==> config.mk <==
export PLATFORM = sky130hd
export DESIGN_NAME = plbb_div1000
export DESIGN_NICKNAME = d
export VERILOG_FILES = /design/src/design/plbb_pkg.sv /design/src/design/plbb_div1000.sv
export SDC_FILE = /design/constraint.sdc
export NUM_CORES = 1
export LEC_CHECK = 0
export CAP_MARGIN = 20
export CORE_MARGIN = 3
export CORE_UTILIZATION = 50
export CTS_CLUSTER_SIZE = 40
export DETAILED_ROUTE_END_ITERATION = 8
export DONT_BUFFER_PORTS = 1
export MAX_ROUTING_LAYER = met4
export PLACE_DENSITY_LB_ADDON = 0.12
export SETUP_SLACK_MARGIN = 0.02
export SLEW_MARGIN = 20
export SYNTH_ARGS = -nofsm -noshare
export SYNTH_HDL_FRONTEND = slang
export SYNTH_SLANG_ARGS = --single-unit
==> constraint.sdc <==
create_clock -name clk -period 6.1 [get_ports clk]
set_input_delay 1.83 -clock clk [delete_from_list [all_inputs] [get_ports clk]]
set_output_delay 1.83 -clock clk [all_outputs]
set_load 0.02 [all_outputs]
==> src/design/plbb_pkg.sv <==
`default_nettype none

package plbb_pkg;

  // Field and table widths
  localparam int FUNC_W     = 3;
  localparam int CHAN_W     = 4;
  localparam int ELAPSED_W  = 16;
  localparam int LEN_W      = 16;
  localparam int HDR_W      = 8;
  localparam int RATE_W     = 32;
  localparam int BACKLOG_W  = 48;

  localparam int NUM_CHANNELS_DEF = 16;

  // Largest framed charge is 8*65535 + 8 + 8*255 + 32, which fits in 20 bits
  localparam int ADD_W = 20;

  // Drain divider: divide by 1000 one 16-bit digit at a time through a scaled
  // reciprocal, ceil(2**36 / 1000), exact for every partial remainder
  localparam int DIVISOR     = 1000;
  localparam int REM_W       = 10;
  localparam int DIGIT_W     = 16;
  localparam int PART_W      = REM_W + DIGIT_W;
  localparam int RECIP_SHIFT = 36;
  localparam int RECIP_W     = 27;
  localparam int DIV_RECIP   = 68719477;
  localparam int PROD_W      = PART_W + RECIP_W;
  localparam int DIV_CYCLES  = 2 * (BACKLOG_W / DIGIT_W);
  localparam int DIV_CNT_W   = $clog2(DIV_CYCLES);

  typedef enum logic [FUNC_W-1:0] {
    FN_TICK     = 3'd0,
    FN_FRAMED   = 3'd1,
    FN_RAW      = 3'd2,
    FN_SET_RATE = 3'd3,
    FN_QUERY    = 3'd4,
    FN_CLEAR    = 3'd5
  } plbb_func_t;

  typedef enum logic [2:0] {
    ST_IDLE,
    ST_RD,
    ST_MUL,
    ST_DIV,
    ST_QRD,
    ST_EXEC
  } plbb_state_t;

  typedef struct packed {
    logic [FUNC_W-1:0]    func;
    logic [CHAN_W-1:0]    chan;
    logic [ELAPSED_W-1:0] elapsed_ms;
    logic [LEN_W-1:0]     len_bytes;
    logic [HDR_W-1:0]     hdr_len;
    logic                 has_seq;
    logic [RATE_W-1:0]    rate_bps;
  } plbb_req_t;

  typedef struct packed {
    logic                 drained;
    logic [RATE_W-1:0]    old_rate;
    logic [BACKLOG_W-1:0] backlog_bits;
  } plbb_rsp_t;

  typedef struct packed {
    logic [RATE_W-1:0]    rate;
    logic [BACKLOG_W-1:0] backlog;
  } plbb_entry_t;

endpackage

`default_nettype wire

==> src/design/plbb_div1000.sv <==
`default_nettype none

module plbb_div1000 (
  input  logic                           clk,
  input  logic                           rst,
  input  logic                           start,
  input  logic [plbb_pkg::BACKLOG_W-1:0] dividend,
  output logic                           busy,
  output logic                           done,
  output logic [plbb_pkg::BACKLOG_W-1:0] quotient
);
  import plbb_pkg::*;

  localparam logic [DIV_CNT_W-1:0] LAST_CNT = DIV_CNT_W'(DIV_CYCLES - 1);
  localparam logic [RECIP_W-1:0]   RECIP_K  = RECIP_W'(DIV_RECIP);
  localparam logic [PART_W-1:0]    DIV_K    = PART_W'(DIVISOR);

  logic [BACKLOG_W-1:0] work;
  logic [REM_W-1:0]     rem;
  logic [PART_W-1:0]    part;
  logic [PROD_W-1:0]    prod;
  logic [DIGIT_W-1:0]   qdig;
  logic [PART_W-1:0]    qmul;
  logic [DIV_CNT_W-1:0] cnt;

  // Long division in 16-bit digits, high digit first. For each digit, first
  // multiply the partial remainder by the reciprocal into the product register,
  // then take the quotient digit from the top of the product and the new
  // remainder by one subtraction. Quotient digits shift in at the bottom as
  // dividend digits leave at the top.
  assign part = {rem, work[BACKLOG_W-1 -: DIGIT_W]};
  assign qdig = prod[RECIP_SHIFT +: DIGIT_W];
  assign qmul = PART_W'(qdig) * DIV_K;

  always_ff @(posedge clk) begin
    if (rst) begin
      busy <= 1'b0;
      done <= 1'b0;
      cnt  <= '0;
    end else begin
      done <= 1'b0;
      if (start) begin
        busy <= 1'b1;
        cnt  <= '0;
      end else if (busy) begin
        cnt <= cnt + 1'b1;
        if (cnt == LAST_CNT) begin
          busy <= 1'b0;
          done <= 1'b1;
        end
      end
    end
  end

  always_ff @(posedge clk) begin
    if (start) begin
      work <= dividend;
      rem  <= '0;
    end else if (busy) begin
      if (!cnt[0]) begin
        prod <= PROD_W'(part) * PROD_W'(RECIP_K);
      end else begin
        work <= {work[BACKLOG_W-DIGIT_W-1:0], qdig};
        rem  <= REM_W'(part - qmul);
      end
    end
  end

  assign quotient = work;

endmodule

`default_nettype wire
==> metrics.cfg, run 1 <==
[run_status]
status=finished with violations
violations=setup timing

[drt]
ant_nets=0
drt_iter0_drc=332
viasPerCell=5.05
first_pass_iters=4
wl_per_cell_um=18.9
wirelength_um=33400
drc=0
vias=8919

[synthesis]
synth-seq-cells=79
synth_edf_count=64
synth.mux.area_fraction_pct=3.79
synth_area_leader_cell=fa_1
yosysTopAreaCellShare_pct=31.7
synthSimpleGateAreaFrac_pct=3.41
synth_area_um2=13700
synthFlopType=edfxtp_1
synthTopCellsByArea=fa_1 (32%), ha_1 (26%), edfxtp_1 (14%)
yosysWarningCount=0
synth_xor_area_share_pct=2.18
yosysUniqueCellTypes=45
avgSynthCellArea_um2=10.7
synth_fp_nets=1830
ys_async_sr_fraction_pct=0
postSynthCellCount=1276
synth_seq_area_share_pct=16.3
synth_compound_area_share_pct=5.05
synth_top_family_by_area=adder cells
synth_fa_ha_area_share_pct=57.9

[cts]
insertion_delay_ns=0.35
numCtsBuffers=9
h-tree-depth=3
cts_tree=built
clk_pin_slew_worst_paths_ns=0.07
cts_sinks=79
cts_root_buf=clkbuf_16
clockBufferDepth=2

[timing]
clock.fmax_mhz=160
max-slew-margin-rel_pct=61.7
layout_min_cycle_time_ns=6.23
tns_ns=-0.443
rsz0062_at_grt=true
period_share_pct=102
tightest_slew_ns=0.574
fin_ws_ns=-0.134
finalSetupViolCount=4
finClkSkew_ns=0.0183
worst_hold_slack_ns=0.494
slew_viol_final=0
hold_viol=0

[critical_path]
cpPeakStageDelay_ns=0.54
worst-path-max-fanout=5
criticalPathCategory=register to register
r2r-end=prod[49]
cp_cell_sequence=buf_4 > ha_1 > inv_2 > buf_4 > fa_1 > fa_2 > inv_1 > fa_1 > ha_1 > fa_1 > inv_1 > fa_1 > inv_1 > ha_1 > a211oi_2 > o21ai_2 > a2111oi_2 > o211ai_1 > nand4_4 > a31oi_4 > o41ai_4 > o21bai_1 > xor2_1
r2r-start=quotient[42]
critPathLaunchType=register
r2r_cells=23
cp_common_cell=fa_1
critPathLaunch=quotient[42]
end_kind=register
required_ns=6.19
slowest_stage=fa_2
rrSetupSlack_ns=-0.13
cp_data_arrival_time_ns=6.32

[die]
fp.dieH_um=171
die_w_um=171
floorplan.die_area_um2=29300
rows=59
io_pins=101
coreArea_um2=26400
initial_core_util_pct=51.7

[grt]
grt_pass1_vias=9871
grt_pass1_wl_um=54100
grt_start_max_net_pins=67
grt_usage_pct=25.0
antenna_found_initial=0
globalRoute.totalOverflow=0

[min_path]
worstHoldEndpoint=rem[2]
hold_depth=2
min_path_type=register to register
worstHoldStart=rem[2]

[final_layout]
nFillCells=2251
final_common_cell=inv_1
antenna_cells=0
layout-drive-gt1-share_pct=19.2
finalNetCount=1979
layout_common_cells=inv_1 (393), ha_1 (279), fa_1 (206)
final_cells=1765
area_growth_pct=15.3
design_area_um2=15700

[place]
place_area_um2=15100
dp_hpwl_um=29500
portBuffers=0
gp_congestion=0.922
dp_cells=1736

[run]
drv_cap=0

==> cells by family after synthesis <==
logic type,after synthesis
XOR/XNOR,34
adder cells (fa/ha/maj),503
AO/OA/AOI/OAI,103
buffers and inverters,414
AND/OR/NAND/NOR,97
flip-flops,79
multiplexers,46
==> per-stage QoR <==
| step | setup WS, ns | util [%] |
|---|---|---|
| after floorplan | -0.102 | - |
| after global placement | -0.128 | 57.2 |
| after detailed placement | -0.245 | 57.2 |
| after CTS | -0.197 | 58.9 |
| after global routing | -0.461 | 59.6 |
| final | -0.134 | 59.6 |
==> critical path, delay by kind of cell, from the launching register on <==
family / cells / cell delay (ns)
adders and majority gates: 8 / 3.26
buffers and inverters: 6 / 0.52
DFF: 1 / 0.47
AOI/OAI and AO/OA: 7 / 1.39
and+or+nand+nor: 1 / 0.17
xor gates and xnor gates: 1 / 0.15
==> metal layers <==
metal | share of wire [%] | GRT usage, % | wire, µm | vias to the layer above
met2 | 50 | 42.8 | 16600 | 157
met4 | 3.1 | 6.37 | 1040 | 0
met5 | 0 | - | 0 | -
met3 | 3.7 | 2.32 | 1240 | 50
li1 | - | - | - | 4301
met1 | 44 | 32.2 | 14500 | 4411
==> layout make-up <==
type / instances / area (µm²) / share of cell area [%]
sequential: 79 / 2220 / 14.1
tap: 335 / 419 / 2.66
inverter: 405 / 1520 / 9.65
clock inverter: 7 / 97.6 / 0.620
multi-input combinational: 783 / 10100 / 64.4
timing repair buffer: 147 / 1120 / 7.13
clock buffer: 9 / 225 / 1.43
==> worst max-delay path by stage <==
stage                     endpoint  slack (ns)  cells past startpoint
final                     prod[49]       -0.13                     23
after global routing      prod[49]       -0.46                     25
after CTS                 prod[49]       -0.20                     23
after detailed placement  prod[49]       -0.25                     23
after global placement    prod[49]       -0.13                     23
after floorplan           prod[49]       -0.10                     23
==> state kept, by name, summed over array words and instances (netlist names) <==
register / count
busy: 1
cnt: 3
done: 1
prod: 16
quotient: 48
rem: 10
==> Yosys cell counts, types with 4 or more instances <==
cell type / n
o211ai_1: 5
and3_1: 6
o21ai_0: 19
dfxtp_1: 15
edfxtp_1: 64
a31oi_1: 4
a21o_1: 12
a21oi_1: 36
nor2b_1: 4
a211oi_1: 8
xnor2_1: 22
nand3_1: 10
nor2_1: 20
ha_1: 287
nor3_1: 8
mux2_2: 46
xor2_1: 12
inv_1: 405
clkbuf_1: 8
nand2b_1: 5
nand2_1: 32
fa_1: 216
==> repair_timing <==
item,4_1_cts,5_1_grt
hold buffers,0,0
setup buffers,7,7
resized for setup,14,36
pin swaps,18,33
setup endpoints to repair,15,16
Power of run 1 is not shown: default switching activity piles up to over one toggle a cycle in this logic, so the estimate is an artifact.
==> inputs of run 2 (changes only) <==
--- a/config.mk
+++ b/config.mk
@@ -7,4 +7,5 @@
 export LEC_CHECK = 0
 export CAP_MARGIN = 20
+export CORE_ASPECT_RATIO = 0.8
 export CORE_MARGIN = 3
 export CORE_UTILIZATION = 50
==> constraint.sdc (replaced) <==
create_clock -name clk -period 6.1 [get_ports clk]
set_input_delay 0.61 -clock clk [delete_from_list [all_inputs] [get_ports clk]]
set_output_delay 0.61 -clock clk [all_outputs]
set_load 0.02 [all_outputs]
==> run 2 against run 1 <==
Core utilization fell by 0.47 points. The flow still finishes with violations (setup timing). Highest routed layer unchanged. Critical path type unchanged. Via count rose by 1.6%. Critical endpoint is now prod[51]. Count of clock-buffer cells in the layout did not move.
==> metrics.cfg, run 2 (synthesis results as in run 1) <==
[timing]
finalSetupViolCount=13
rsz0062_at_grt=true
clock.fmax_mhz=156
finClkSkew_ns=0.0132
tightest_slew_ns=0.642
slew_viol_final=0
max-slew-margin-rel_pct=57.1
layout_min_cycle_time_ns=6.43
worst_hold_slack_ns=0.335
fin_ws_ns=-0.325
hold_viol=0
period_share_pct=105

[final_layout]
final_common_cell=inv_1
antenna_cells=0
finalNetCount=1981
final_cells=1789
seq_area_um2=2220
multiInputGateArea_um2=10100
area_growth_pct=15.1
layout_common_cells=inv_1 (393), ha_1 (280), fa_1 (205)
nFillCells=2316
design_area_um2=15700
layout-drive-gt1-share_pct=19.0
largest_reg_flops=48

[critical_path]
required_ns=6.28
cpPeakStageDelay_ns=0.55
end_kind=register
cp_cell_sequence=buf_4 > inv_2 > fa_2 > fa_2 > fa_2 > fa_1 > fa_1 > inv_1 > fa_1 > inv_1 > fa_1 > inv_1 > ha_4 > o21ai_2 > o21ai_2 > a2111oi_4 > o211ai_1 > nand4_2 > a31oi_4 > o41ai_4 > buf_4 > nor2_2 > a211oi_2
criticalPathCategory=register to register
cp_data_arrival_time_ns=6.61
cp_common_cell=fa_1
slowest_stage=fa_2
critPathLaunchType=register
cp_num_buf_inv=6
worst-path-max-fanout=4
cp_top_family=adder cells

[die]
initial_core_util_pct=51.4
io_pins=101
fp.dieH_um=154
rows=53
die_w_um=191
coreArea_um2=26600
floorplan.die_area_um2=29400

[drt]
drc=0
wl_per_cell_um=19.5
viasPerCell=5.07
ant_nets=0
first_pass_iters=7
vias=9062
drt_iter0_drc=513
wirelength_um=34900

[cts]
cts_sinks=79
cts_root_buf=clkbuf_16
clk_pin_slew_worst_paths_ns=0.07
insertion_delay_ns=0.34
numCtsBuffers=9
h-tree-depth=3
clockBufferDepth=2
cts_tree=built

[place]
dp_cells=1764
portBuffers=0
dp_hpwl_um=30400
place_area_um2=15200
gp_congestion=0.964

[grt]
grt_usage_pct=25.4
grt_pass1_wl_um=54700
antenna_found_initial=1
grt_pass1_vias=9742
globalRoute.totalOverflow=0
grt_start_max_net_pins=67

[run_status]
violations=setup timing
status=finished with violations

[min_path]
min_path_type=input pin to register

[run]
drv_cap=0

run 2: cell count changes in the layout (fill, tap and decap cells not counted), sizes merged:
cell,change
inv,-2
bufinv,-1
buf,+2
clkinvlp,+3
run 2: path summary, 6_finish.rpt:
path | startpoint | end | slack (ns) | cells after the start
min | rst | busy | 0.33 | 1
max | quotient[45] | prod[51] | -0.33 | 23
max reg2reg | quotient[45] | prod[51] | -0.33 | 23
min reg2reg | cnt[2] | done | 0.49 | 2
run 2: final cells by class:
class / instances / share of cell area (%)
clock buffer: 9 / 1.43
clock inverter: 7 / 0.350
inverter: 405 / 9.67
multi-input combinational: 783 / 64.4
sequential: 79 / 14.1
tap: 357 / 2.84
timing repair buffer: 149 / 7.16
run 2: metrics by stage:
step,setup slack (ns),TNS [ns],utilization [%]
finish,-0.325,-2.64,59.1
global route,-0.563,-6.01,59.1
CTS,-0.287,-2.57,58.9
detailed placement,-0.327,-2.79,57.1
global placement,-0.222,-1.69,57.1
floorplan,-0.102,-0.136,-
run 2: per-layer routing:
layer | GRT usage [%] | part of all wire, % | wire length (µm) | vias to the layer above
li1 | - | - | - | 4313
met1 | 38.9 | 50 | 17400 | 4476
met4 | 3.77 | 1.2 | 422 | 0
met2 | 35.3 | 41 | 14400 | 246
met5 | - | 0 | 0 | -
met3 | 5.56 | 7.6 | 2650 | 27
run 2: what timing repair did:
item                       4_1_cts  5_1_grt
resized for setup               35        8
setup endpoints to repair       16       16
pin swaps                       24        5
setup buffers                    6        3
hold buffers                     0        0
run 2: worst register-to-register path: stages (launching register included):
cell       delay [ns]
edfxtp_1         0.48
buf_4            0.16
inv_2            0.03
fa_2             0.37
fa_2             0.55
fa_2             0.46
fa_1             0.48
fa_1             0.50
inv_1            0.05
fa_1             0.48
inv_1            0.06
fa_1             0.49
inv_1            0.06
ha_4             0.23
o21ai_2          0.15
o21ai_2          0.09
a2111oi_4        0.28
o211ai_1         0.16
nand4_2          0.19
a31oi_4          0.13
o41ai_4          0.46
buf_4            0.21
nor2_2           0.05
a211oi_2         0.13
Power of run 2 is left out for the same reason.
==> inputs of run 3 (changes only) <==
Settings changed: CAP_MARGIN 20 to 0, CELL_PAD_IN_SITES_DETAIL_PLACEMENT set to 1, CELL_PAD_IN_SITES_GLOBAL_PLACEMENT set to 2, CORE_UTILIZATION 50 to 40, GPL_ROUTABILITY_DRIVEN set to 0.
==> run 3 against run 2 <==
The run still ends with setup timing left. Die area is 24% higher. Via count increased by 2.7%. Clock skew is 0.0092 ns higher. Critical endpoint is now prod[50]. Highest routed layer unchanged.
==> metrics.cfg, run 3 (synthesis results as in run 1) <==
[run_status]
status=finished with violations
violations=setup timing

[final_layout]
layout-drive-gt1-share_pct=21.5
final_cells=1881
multiInputGateArea_um2=10200
final_common_cell=inv_1
area_growth_pct=18.1
finalNetCount=2002
final_util_pct=48.8
nFillCells=3620
layout_common_cells=inv_1 (390), ha_1 (274), fa_1 (206)
seq_area_um2=2220
largest_reg_flops=48

[cts]
h-tree-depth=3
cts_tree=built
clockBufferDepth=2
cts_sinks=79
ctsHoldBuffers=0
clk_pin_slew_worst_paths_ns=0.07
cts_root_buf=clkbuf_16
insertion_delay_ns=0.37
numCtsBuffers=9

[timing]
rsz0062_at_grt=true
fin_ws_ns=-0.255
period_share_pct=104
hold_viol=0
finalSetupViolCount=11
slew_viol_final=0
clock.fmax_mhz=157
finClkSkew_ns=0.0224
max-slew-margin-rel_pct=58.3
layout_min_cycle_time_ns=6.36
tightest_slew_ns=0.625

[drt]
first_pass_iters=5
vias=9309
dr_wl_met3_um=1650
wl_per_cell_um=21.6
top_layer=met4
ant_nets=0
wl_met2_um=17400
drt_iter0_drc=442
wl_met1_um=21300
drc=0
wirelength_um=40600
viasPerCell=4.95

[die]
coreArea_um2=33100
fp.dieH_um=171
initial_core_util_pct=41.3
io_pins=101
floorplan.die_area_um2=36400
rows=59
die_w_um=213

[critical_path]
r2r-start=quotient[46]
criticalPathCategory=register to register
critPathLaunchType=register
r2r_cells=24
rrSetupSlack_ns=-0.26
critPathLaunch=quotient[46]
end_kind=register
cp_data_arrival_time_ns=6.46
worst-path-max-fanout=4
required_ns=6.21

[place]
dp_hpwl_um=35900
place_ws_ns=-0.640
dp_cells=1850
portBuffers=0

[min_path]
worstHoldStart=rst
min_path_type=input pin to register
hold_depth=1

[grt]
antenna_found_initial=1
grt_pass1_vias=10300
grt_usage_pct=23.9
grt_pass1_wl_um=62100
grt_start_max_net_pins=67
globalRoute.totalOverflow=0

[run]
drv_cap=0

-- run 3: changes by cell type in the layout (fill, tap and decap cells not counted), sizes merged --
cell	before	now
diode	0	1
bufinv	0	1
clkinvlp	3	1
buf	149	170
clkinv	2	3
-- run 3: repair_timing --
action,in CTS,in global routing
setup endpoints to repair,16,16
buffers inserted,12,3
pin swaps,25,17
resized for setup,31,43
-- run 3: layout make-up --
type | count | area share, %
Clock inverter | 7 | 0.496
Antenna cell | 1 | 0.0155
Timing Repair Buffer | 170 | 8.05
Sequential cell | 79 | 13.8
Clock buffer | 9 | 1.40
Inverter | 405 | 9.42
Tap cell | 427 | 3.31
Multi-Input combinational cell | 783 | 63.5
-- run 3: final timing paths --
| path | endpoint |
|---|---|
| worst max-delay path | prod[50] |
| worst max register to register | prod[50] |
| worst min register to register | done |
| worst min-delay path | busy |
-- run 3: worst max-delay path, cell delays in order (launching register included) --
cell       delay [ns]
edfxtp_1         0.55
fa_2             0.31
inv_2            0.04
fa_1             0.52
inv_1            0.05
fa_1             0.49
inv_2            0.04
fa_1             0.53
inv_1            0.06
fa_1             0.47
fa_1             0.51
inv_1            0.05
fa_1             0.49
inv_2            0.05
ha_4             0.21
a211oi_2         0.23
o21ai_2          0.12
a2111oi_4        0.27
o211ai_1         0.21
nand4_4          0.17
a31oi_4          0.12
o41ai_4          0.25
buf_4            0.19
a21boi_2         0.05
xor2_1           0.14
-- run 3: routing by layer --
metal,global-route usage (%),vias up
met4,2.43,0
met1,36.8,4780
li1,-,4353
met2,34.4,160
met5,-,-
met3,3.39,16
-- run 3: stage by stage --
step	instance area, µm²	setup TNS [ns]	hold slack [ns]
3_5_place_dp	15400	-6.35	0.480
5_1_grt	16100	-4.71	0.310
6_report	16100	-2.03	0.329
2_1_floorplan	13700	-0.136	0.449
4_1_cts	15900	-4.37	0.314
3_3_place_gp	15400	-6.24	0.481
Power of run 3 is left out for the same reason.
